File: src/rtl/rast_pkg.sv
package rast_pkg;

  localparam int unsigned SlotW  = 3;
  localparam int unsigned PathW  = 8;
  localparam int unsigned QueueDepth = 2;

  localparam logic [1:0] STATUS_DONE    = 2'd0;
  localparam logic [1:0] STATUS_FULL    = 2'd1;
  localparam logic [1:0] STATUS_NOMATCH = 2'd2;

  typedef enum logic [1:0] {
    OP_ADD,
    OP_REMOVE,
    OP_MARK,
    OP_NONE
  } op_e;

  typedef struct packed {
    logic [1:0]  func;
    logic [31:0] peer_addr;
    logic [15:0] peer_port;
    logic [7:0]  addr_id;
  } req_t;

  typedef struct packed {
    logic [1:0]       status;
    logic [SlotW-1:0] slot;
    logic             list_changed;
  } rsp_t;

  typedef struct packed {
    op_e         op;
    logic [31:0] peer_addr;
    logic [15:0] peer_port;
    logic [7:0]  addr_id;
  } cmd_t;

  typedef struct packed {
    logic full;
    logic empty;
  } q_flags_t;

endpackage

File: src/rtl/rast_front.sv
module rast_front (
  input  logic               clk_i,
  input  logic               rst_ni,
  input  logic               in_valid_i,
  output logic               in_stall_o,
  input  rast_pkg::req_t     in_item_i,
  output logic               push_o,
  output rast_pkg::cmd_t     cmd_o,
  input  rast_pkg::q_flags_t q_flags_i
);
  import rast_pkg::*;

  localparam logic [1:0] FUNC_ADD    = 2'd0;
  localparam logic [1:0] FUNC_REMOVE = 2'd1;
  localparam logic [1:0] FUNC_MARK   = 2'd2;

  logic valid_q, valid_d;
  cmd_t cmd_q;
  logic accept;
  op_e  op;

  // request decode
  always_comb begin
    unique case (in_item_i.func)
      FUNC_ADD:    op = OP_ADD;
      FUNC_REMOVE: op = OP_REMOVE;
      FUNC_MARK:   op = OP_MARK;
      default:     op = OP_NONE;
    endcase
  end

  assign push_o     = valid_q && !q_flags_i.full;
  assign in_stall_o = valid_q && q_flags_i.full;
  assign accept     = in_valid_i && !in_stall_o;
  assign valid_d    = accept || (valid_q && !push_o);
  assign cmd_o      = cmd_q;

  always_ff @(posedge clk_i or negedge rst_ni) begin
    if (!rst_ni) begin
      valid_q <= 1'b0;
    end else begin
      valid_q <= valid_d;
    end
  end

  always_ff @(posedge clk_i) begin
    if (accept) begin
      cmd_q.op        <= op;
      cmd_q.peer_addr <= in_item_i.peer_addr;
      cmd_q.peer_port <= in_item_i.peer_port;
      cmd_q.addr_id   <= in_item_i.addr_id;
    end
  end

endmodule

File: src/rtl/rast_fifo.sv
module rast_fifo (
  input  logic               clk_i,
  input  logic               rst_ni,
  input  logic               push_i,
  input  rast_pkg::cmd_t     cmd_i,
  input  logic               pop_i,
  output rast_pkg::cmd_t     cmd_o,
  output rast_pkg::q_flags_t flags_o
);
  import rast_pkg::*;

  localparam int unsigned PtrW = (QueueDepth > 1) ? $clog2(QueueDepth) : 1;
  localparam int unsigned CntW = $clog2(QueueDepth + 1);
  localparam logic [PtrW-1:0] LastPtr = PtrW'(QueueDepth - 1);
  localparam logic [CntW-1:0] FullCnt = CntW'(QueueDepth);

  cmd_t            mem_q [QueueDepth];
  logic [PtrW-1:0] wr_ptr_q, wr_ptr_d, rd_ptr_q, rd_ptr_d;
  logic [CntW-1:0] cnt_q, cnt_d;

  assign flags_o.full  = (cnt_q == FullCnt);
  assign flags_o.empty = (cnt_q == '0);
  assign cmd_o         = mem_q[rd_ptr_q];

  always_comb begin
    wr_ptr_d = wr_ptr_q;
    rd_ptr_d = rd_ptr_q;
    if (push_i) begin
      wr_ptr_d = (wr_ptr_q == LastPtr) ? '0 : wr_ptr_q + 1'b1;
    end
    if (pop_i) begin
      rd_ptr_d = (rd_ptr_q == LastPtr) ? '0 : rd_ptr_q + 1'b1;
    end
    case ({push_i, pop_i})
      2'b10:   cnt_d = cnt_q + 1'b1;
      2'b01:   cnt_d = cnt_q - 1'b1;
      default: cnt_d = cnt_q;
    endcase
  end

  always_ff @(posedge clk_i or negedge rst_ni) begin
    if (!rst_ni) begin
      wr_ptr_q <= '0;
      rd_ptr_q <= '0;
      cnt_q    <= '0;
    end else begin
      wr_ptr_q <= wr_ptr_d;
      rd_ptr_q <= rd_ptr_d;
      cnt_q    <= cnt_d;
    end
  end

  always_ff @(posedge clk_i) begin
    if (push_i) begin
      mem_q[wr_ptr_q] <= cmd_i;
    end
  end

endmodule

File: src/rtl/rast_back.sv
module rast_back #(
  parameter int unsigned SLOTS = 8
) (
  input  logic               clk_i,
  input  logic               rst_ni,
  input  rast_pkg::q_flags_t q_flags_i,
  input  rast_pkg::cmd_t     cmd_i,
  output logic               pop_o,
  output logic               out_valid_o,
  input  logic               out_stall_i,
  output rast_pkg::rsp_t     out_item_o
);
  import rast_pkg::*;

  localparam int unsigned IdxW = (SLOTS > 1) ? $clog2(SLOTS) : 1;
  localparam logic [IdxW-1:0] LastIdx = IdxW'(SLOTS - 1);

  localparam logic S_IDLE = 1'b0;
  localparam logic S_SCAN = 1'b1;

  // slot table
  logic [SLOTS-1:0] valid_q;
  logic [31:0]      addr_q [SLOTS];
  logic [15:0]      port_q [SLOTS];
  logic [7:0]       id_q   [SLOTS];
  logic [PathW-1:0] path_q [SLOTS];

  logic            state_q, state_d;
  cmd_t            cmd_q, cmd_d;
  logic [IdxW-1:0] idx_q, idx_d;
  logic            free_found_q, free_found_d;
  logic [IdxW-1:0] free_idx_q, free_idx_d;
  logic            out_valid_q, out_valid_d;
  rsp_t            out_item_q, out_item_d;

  logic            out_free;
  logic            cur_valid, id_hit, addr_eq, port_eq;
  logic            finish;
  rsp_t            rsp;
  logic            wr_upd, wr_claim, wr_clr, wr_mark;
  logic [IdxW-1:0] claim_idx;

  function automatic rsp_t mk_rsp(logic [1:0] status, logic [IdxW-1:0] idx, logic changed);
    rsp_t r;
    r.status       = status;
    r.slot         = SlotW'(idx);
    r.list_changed = changed;
    return r;
  endfunction

  assign out_free  = !out_valid_q || !out_stall_i;
  assign pop_o     = (state_q == S_IDLE) && !q_flags_i.empty && out_free;
  assign cur_valid = valid_q[idx_q];
  assign id_hit    = cur_valid && (id_q[idx_q] == cmd_q.addr_id);
  assign addr_eq   = (addr_q[idx_q] == cmd_q.peer_addr);
  assign port_eq   = (port_q[idx_q] == cmd_q.peer_port);

  always_comb begin
    state_d      = state_q;
    cmd_d        = cmd_q;
    idx_d        = idx_q;
    free_found_d = free_found_q;
    free_idx_d   = free_idx_q;
    out_valid_d  = out_valid_q && out_stall_i;
    out_item_d   = out_item_q;
    finish       = 1'b0;
    rsp          = mk_rsp(STATUS_NOMATCH, '0, 1'b0);
    wr_upd       = 1'b0;
    wr_claim     = 1'b0;
    wr_clr       = 1'b0;
    wr_mark      = 1'b0;
    claim_idx    = free_found_q ? free_idx_q : idx_q;

    unique case (state_q)
      S_IDLE: begin
        if (pop_o) begin
          if (cmd_i.op == OP_NONE) begin
            out_valid_d = 1'b1;
            out_item_d  = mk_rsp(STATUS_NOMATCH, '0, 1'b0);
          end else begin
            cmd_d        = cmd_i;
            idx_d        = '0;
            free_found_d = 1'b0;
            state_d      = S_SCAN;
          end
        end
      end
      S_SCAN: begin
        unique case (cmd_q.op)
          OP_ADD: begin
            if (id_hit && addr_eq && port_eq) begin
              finish = 1'b1;
              rsp    = mk_rsp(STATUS_DONE, idx_q, 1'b0);
            end else if (id_hit && !addr_eq) begin
              finish = 1'b1;
              wr_upd = 1'b1;
              rsp    = mk_rsp(STATUS_DONE, idx_q, 1'b1);
            end
          end
          OP_REMOVE: begin
            if (id_hit) begin
              finish = 1'b1;
              wr_clr = 1'b1;
              rsp    = mk_rsp(STATUS_DONE, idx_q, 1'b0);
            end
          end
          OP_MARK: begin
            if (cur_valid && addr_eq) begin
              finish  = 1'b1;
              wr_mark = 1'b1;
              rsp     = mk_rsp(STATUS_DONE, idx_q, 1'b0);
            end
          end
          default: begin
            finish = 1'b1;
          end
        endcase

        // remember the lowest free slot for a later claim
        if (!cur_valid && !free_found_q) begin
          free_found_d = 1'b1;
          free_idx_d   = idx_q;
        end

        if (!finish && (idx_q == LastIdx)) begin
          finish = 1'b1;
          if (cmd_q.op == OP_ADD) begin
            if (free_found_q || !cur_valid) begin
              wr_claim = 1'b1;
              rsp      = mk_rsp(STATUS_DONE, claim_idx, 1'b1);
            end else begin
              rsp = mk_rsp(STATUS_FULL, '0, 1'b0);
            end
          end
        end

        if (finish) begin
          out_valid_d = 1'b1;
          out_item_d  = rsp;
          state_d     = S_IDLE;
        end else begin
          idx_d = idx_q + 1'b1;
        end
      end
      default: begin
        state_d = S_IDLE;
      end
    endcase
  end

  assign out_valid_o = out_valid_q;
  assign out_item_o  = out_item_q;

  always_ff @(posedge clk_i or negedge rst_ni) begin
    if (!rst_ni) begin
      state_q     <= S_IDLE;
      out_valid_q <= 1'b0;
      valid_q     <= '0;
    end else begin
      state_q     <= state_d;
      out_valid_q <= out_valid_d;
      if (wr_claim) begin
        valid_q[claim_idx] <= 1'b1;
      end
      if (wr_clr) begin
        valid_q[idx_q] <= 1'b0;
      end
    end
  end

  always_ff @(posedge clk_i) begin
    cmd_q        <= cmd_d;
    idx_q        <= idx_d;
    free_found_q <= free_found_d;
    free_idx_q   <= free_idx_d;
    out_item_q   <= out_item_d;
    if (wr_upd) begin
      addr_q[idx_q] <= cmd_q.peer_addr;
      port_q[idx_q] <= cmd_q.peer_port;
    end
    if (wr_claim) begin
      addr_q[claim_idx] <= cmd_q.peer_addr;
      port_q[claim_idx] <= cmd_q.peer_port;
      id_q[claim_idx]   <= cmd_q.addr_id;
      path_q[claim_idx] <= '0;
    end
    if (wr_mark) begin
      path_q[idx_q] <= path_q[idx_q] | PathW'(1);
    end
  end

endmodule

File: src/rtl/remote_address_slot_table_top.sv
// remote address slot table: keeps up to SLOTS peer ipv4 addresses, each with
// an address id, a port and per-path bits. an item is one request (add, remove
// by id, mark initial flow) and gives exactly one result item. the front stage
// registers and decodes each item into a two-entry queue, so the input keeps
// flowing while the table is busy or a result waits, until the queue is full;
// the back stage walks the table one slot per cycle through a single compare
// unit. an add, remove or mark leaves the queue and then visits slots in order
// until it finishes or reaches the last slot; an unused request code is
// answered straight from the queue. the slot scan sets the sustained rate: the
// back stage takes no new item from the queue until the current scan is done.
// the front register lies between input accept and the queue.
// the table starts empty after reset; no clearing pass is needed since only
// valid slots are ever read. retry bits are always zero in this request set
// and are not stored
module remote_address_slot_table_top #(
  parameter int unsigned SLOTS = 8
) (
  input  logic           clk_i,
  input  logic           rst_ni,
  input  logic           in_valid_i,
  output logic           in_stall_o,
  input  rast_pkg::req_t in_item_i,
  output logic           out_valid_o,
  input  logic           out_stall_i,
  output rast_pkg::rsp_t out_item_o
);
  import rast_pkg::*;

  // front to queue
  logic     push;
  cmd_t     push_cmd;
  // queue to back
  logic     pop;
  cmd_t     head_cmd;
  q_flags_t q_flags;

  // decode and hold one item until the queue has room
  rast_front u_front (
    .clk_i      (clk_i),
    .rst_ni     (rst_ni),
    .in_valid_i (in_valid_i),
    .in_stall_o (in_stall_o),
    .in_item_i  (in_item_i),
    .push_o     (push),
    .cmd_o      (push_cmd),
    .q_flags_i  (q_flags)
  );

  // short command queue decoupling the two sides
  rast_fifo u_fifo (
    .clk_i   (clk_i),
    .rst_ni  (rst_ni),
    .push_i  (push),
    .cmd_i   (push_cmd),
    .pop_i   (pop),
    .cmd_o   (head_cmd),
    .flags_o (q_flags)
  );

  // slot table, scan sequencer and result register
  rast_back #(
    .SLOTS (SLOTS)
  ) u_back (
    .clk_i       (clk_i),
    .rst_ni      (rst_ni),
    .q_flags_i   (q_flags),
    .cmd_i       (head_cmd),
    .pop_o       (pop),
    .out_valid_o (out_valid_o),
    .out_stall_i (out_stall_i),
    .out_item_o  (out_item_o)
  );

endmodule

File: config.mk
export PLATFORM = sky130hd
export DESIGN_NAME = remote_address_slot_table_top
export DESIGN_NICKNAME = d
export VERILOG_FILES = /design/src/rtl/rast_pkg.sv /design/src/rtl/rast_front.sv /design/src/rtl/rast_fifo.sv /design/src/rtl/rast_back.sv /design/src/rtl/remote_address_slot_table_top.sv
export SDC_FILE = /design/constraint.sdc
export NUM_CORES = 1
export LEC_CHECK = 0
export BUFFER_PORTS_ARGS = -buffer_cell sky130_fd_sc_hd__buf_2
export CORE_MARGIN = 2
export CORE_UTILIZATION = 35
export CTS_CLUSTER_DIAMETER = 80
export CTS_CLUSTER_SIZE = 40
export DETAILED_ROUTE_END_ITERATION = 7
export GPL_ROUTABILITY_DRIVEN = 0
export SLEW_MARGIN = 20
export SYNTH_ARGS = -nofsm -noshare
export SYNTH_HDL_FRONTEND = slang
export SYNTH_HIERARCHICAL = 1
export SYNTH_SLANG_ARGS = --single-unit
File: constraint.sdc
create_clock -name clk_i -period 5 [get_ports clk_i]
set_input_delay 1.25 -clock clk_i [delete_from_list [all_inputs] [get_ports clk_i]]
set_output_delay 1.25 -clock clk_i [all_outputs]
set_load 0.01 [all_outputs]
==> metrics.md <==
| Metric | Value |
|---|---|
| N_diodes | `0` |
| Leakage power | `9.563 nW` |
| # rows | `102` |
| CP endpoint kind | `register` |
| Hold Path Cell Cnt | `0` |
| Crit share post-route | `0.8473` |
| Crit Path Class | `register to register` |
| Ys async rst share | `0.02110` |
| Die width | `282.2 um` |
| Worst-margin pin slew | `0.9085 ns` |
| Skew final | `0.04775 ns` |
| Total congestion overflow | `0` |
| DRT Pass-1 Iters | `5` |
| Via count | `11990` |
| Clock Path Buffers | `3` |
| Post-synthesis sequential element count | `711` |
| Largest net degree at the start of global routing | `63` |
| Post-CTS setup-driven buffer insertion count | `0` |
| Clock transition at path regs | `0.12 ns` |
| Die height | `282.2 um` |
| RSZ-0062 raised after global routing | `false` |
| Synth top area cells | `edfxtp_1, mux4_2, mux2i_1, mux2_2, dfrtp_1` |
| EDFF count, synth | `693` |
| HP Class | `register to register` |
| Remaining DRCs | `0` |
| Initial Utilization | `0.3514` |
| Synth-to-Final Area Change | `10.63%` |
| DRT Wirelength | `48490 um` |
| Achievable Freq | `236.1 MHz` |
| Post-layout util | `0.3887` |
| Peak supply drop | `0.0003821 V` |
| Top FF cell, synth | `edfxtp_1` |
| Clock Sinks | `711` |
| Syn Inst Count | `1327` |
| Clock latency on the worst-skew pair | `0.61 ns` |
| Critical Path AT | `4.48 ns` |
| Seq/Total Area, Yosys | `0.7843` |
| Share of layout cells above drive strength 1 | `0.2211` |
| Synth top area share | `0.7683` |
| Unique masters post-synth | `59` |
| Total GRT Usage | `0.1209` |
| Tmin final | `4.236 ns` |
| Nets@finish | `1478` |
| CTS tree | `yes` |
| Syn. warnings | `6` |
| Dpl hpwl | `29860 um` |
| Cts hold-fix bufs | `0` |
| Setup ws final | `0.7636 ns` |
| DP Worst Slack | `0.7338 ns` |
| Worst Reg-to-Reg Cells | `12` |
| # port buffers | `69` |
| Final-report hold violation count | `0` |
| Initial antenna violation count | `1` |
| Max Cap Viol | `0` |
| Worst path required time | `5.24 ns` |
| Root buf cell | `clkbuf_16` |
| Vias per cell | `4.857` |
| Critical path peak fanout | `48` |
| H-tree lvl count | `1` |
| Core Box Area | `0.07708 sq mm` |
| Global-route wire length before repair | `74500 um` |
| Most frequent cell after synthesis | `edfxtp_1` |
| Full die area | `0.07963 sq mm` |
| DR WL/cell | `19.64 um` |
| Mapped Avg Cell Area | `20.41 sq um` |
| CTS Buf Count | `26` |
| Slew HR | `0.3943` |
| Post-synth top cells | `edfxtp_1, mux2i_1, mux4_2` |
| Syn nets | `1392` |
| Vias in the first global route | `12620` |
| Post-DRT Antenna Nets | `0` |
| Area leader, netlist | `edfxtp_1` |
| Overall power | `0.01523 W` |
| I/O pin total | `70` |
| Count of pins over their slew limit | `0` |
| Mapped Area | `0.02709 sq mm` |
| Final setup fails | `0` |
| Status | `finished clean` |
| PostCTS Resize Cnt | `0` |
| PwrDens | `508.2 mW/mm^2` |
| Worst setup SP type | `register` |
| Starting DRC count in detailed routing | `943` |
| Fillers | `6925` |
[state kept, by name, indices dropped and copies added (netlist names), 2 cells and up, named ones only]
name / cells
u_back/id_q: 64
u_back/port_q: 128
u_fifo/mem_q: 116
u_back/valid_q: 8
u_fifo/cnt_q: 2
u_front/cmd_o: 58
u_back/free_idx_q: 3
u_back/out_item_o: 6
u_back/cmd_q: 58
u_back/idx_q: 3
u_back/addr_q: 256
[layer usage]
| metal | vias to the layer above | wire length, um | track usage |
|---|---|---|---|
| met3 | 35 | 1404 | 0.01173 |
| met5 | - | 0 | 0 |
| li1 | 5465 | - | - |
| met4 | 0 | 636 | 0.02252 |
| met2 | 199 | 25260 | 0.2199 |
| met1 | 6293 | 21190 | 0.1581 |
[critical path, cell delays in order (launching register included)]
cell and delay [ns]:
dfxtp_4 0.57, buf_12 0.28, mux4_2 0.53, mux2i_1 0.19, xnor2_1 0.10, nor4_1 0.52
nand4_1 0.25, o21bai_1 0.18, o31a_1 0.20, buf_4 0.20, mux2_2 0.40, nor2_4 0.12
buf_12 0.32
[cells by family after synthesis]
logic type | Yosys count | synth area share
xor+xnor | 45 | 0.01455
flops | 711 | 0.7843
mux | 259 | 0.1300
simple gates | 128 | 0.02508
compound gates | 111 | 0.03002
fa+ha+maj | 3 | 0.001386
buf+inv | 70 | 0.01460
[path summary, 6_finish.rpt]
kind / end / slack (ns) / start
worst max-delay path: u_back/port_q[2][5] / 0.76 / register
worst min-delay path: u_fifo/mem_q[0][14] / 0.46 / u_front/cmd_o[14]
worst max register to register: u_back/port_q[2][5] / 0.76 / register
worst min register to register: u_fifo/mem_q[0][14] / 0.46 / u_front/cmd_o[14]
max in group asynchronous: u_fifo/rd_ptr_q / 4.15 / rst_ni
min in group asynchronous: u_fifo/wr_ptr_q / 0.55 / rst_ni
[layout by cell type, fill, tap and decap left out, types with 9 or more instances in the layout]
master     netlist  layout
a21oi_1         18      18
a221oi_1        11      11
a22oi_1         37      37
and3_1          17      17
buf_12           0      18
buf_2           16      69
buf_4            5      26
clkbuf_16        0      27
dfrtp_1         15      14
edfxtp_1       693     693
inv_1           14      13
mux2_2          62      62
mux2_4          10      10
mux2i_1        122     122
mux4_2          64      64
nand2_1         24      24
nor2_1          39      30
nor2_4           0       9
nor2b_1          9       9
o22a_1           9       9
xnor2_1         13      13
xor2_1          32      32
[report_power, final]
part	total [W]	internal, W	switching (W)
registers	0.00873	0.00793	0.000801
logic	0.00359	0.00165	0.00194
clock network	0.00291	0.00110	0.00181
[area by class of cell]
cell class | instances | area [sq um] | area share
clock buffers | 30 | 686.9 | 0.02292
clock inverters | 14 | 239.0 | 0.007975
inverters | 15 | 56.30 | 0.001879
multi-input cells | 546 | 5527 | 0.1844
flip-flops and latches | 711 | 21260 | 0.7093
well taps | 1040 | 1301 | 0.04342
repair buffers | 113 | 900.9 | 0.03006
[metrics by stage]
step | std cells | area (sq um) | setup TNS, ns | hold slack (ns)
after detailed placement | 2425 | 29040 | 0 | 0.4304
after global placement | 2425 | 29040 | 0 | 0.4220
after CTS | 2469 | 29970 | 0 | 0.4528
final | 2469 | 29970 | 0 | 0.4576
after floorplan | 1327 | 27100 | -65.82 | 0.4215
after global routing | 2469 | 29970 | 0 | 0.4685
Power figures use the tool's default switching activity.
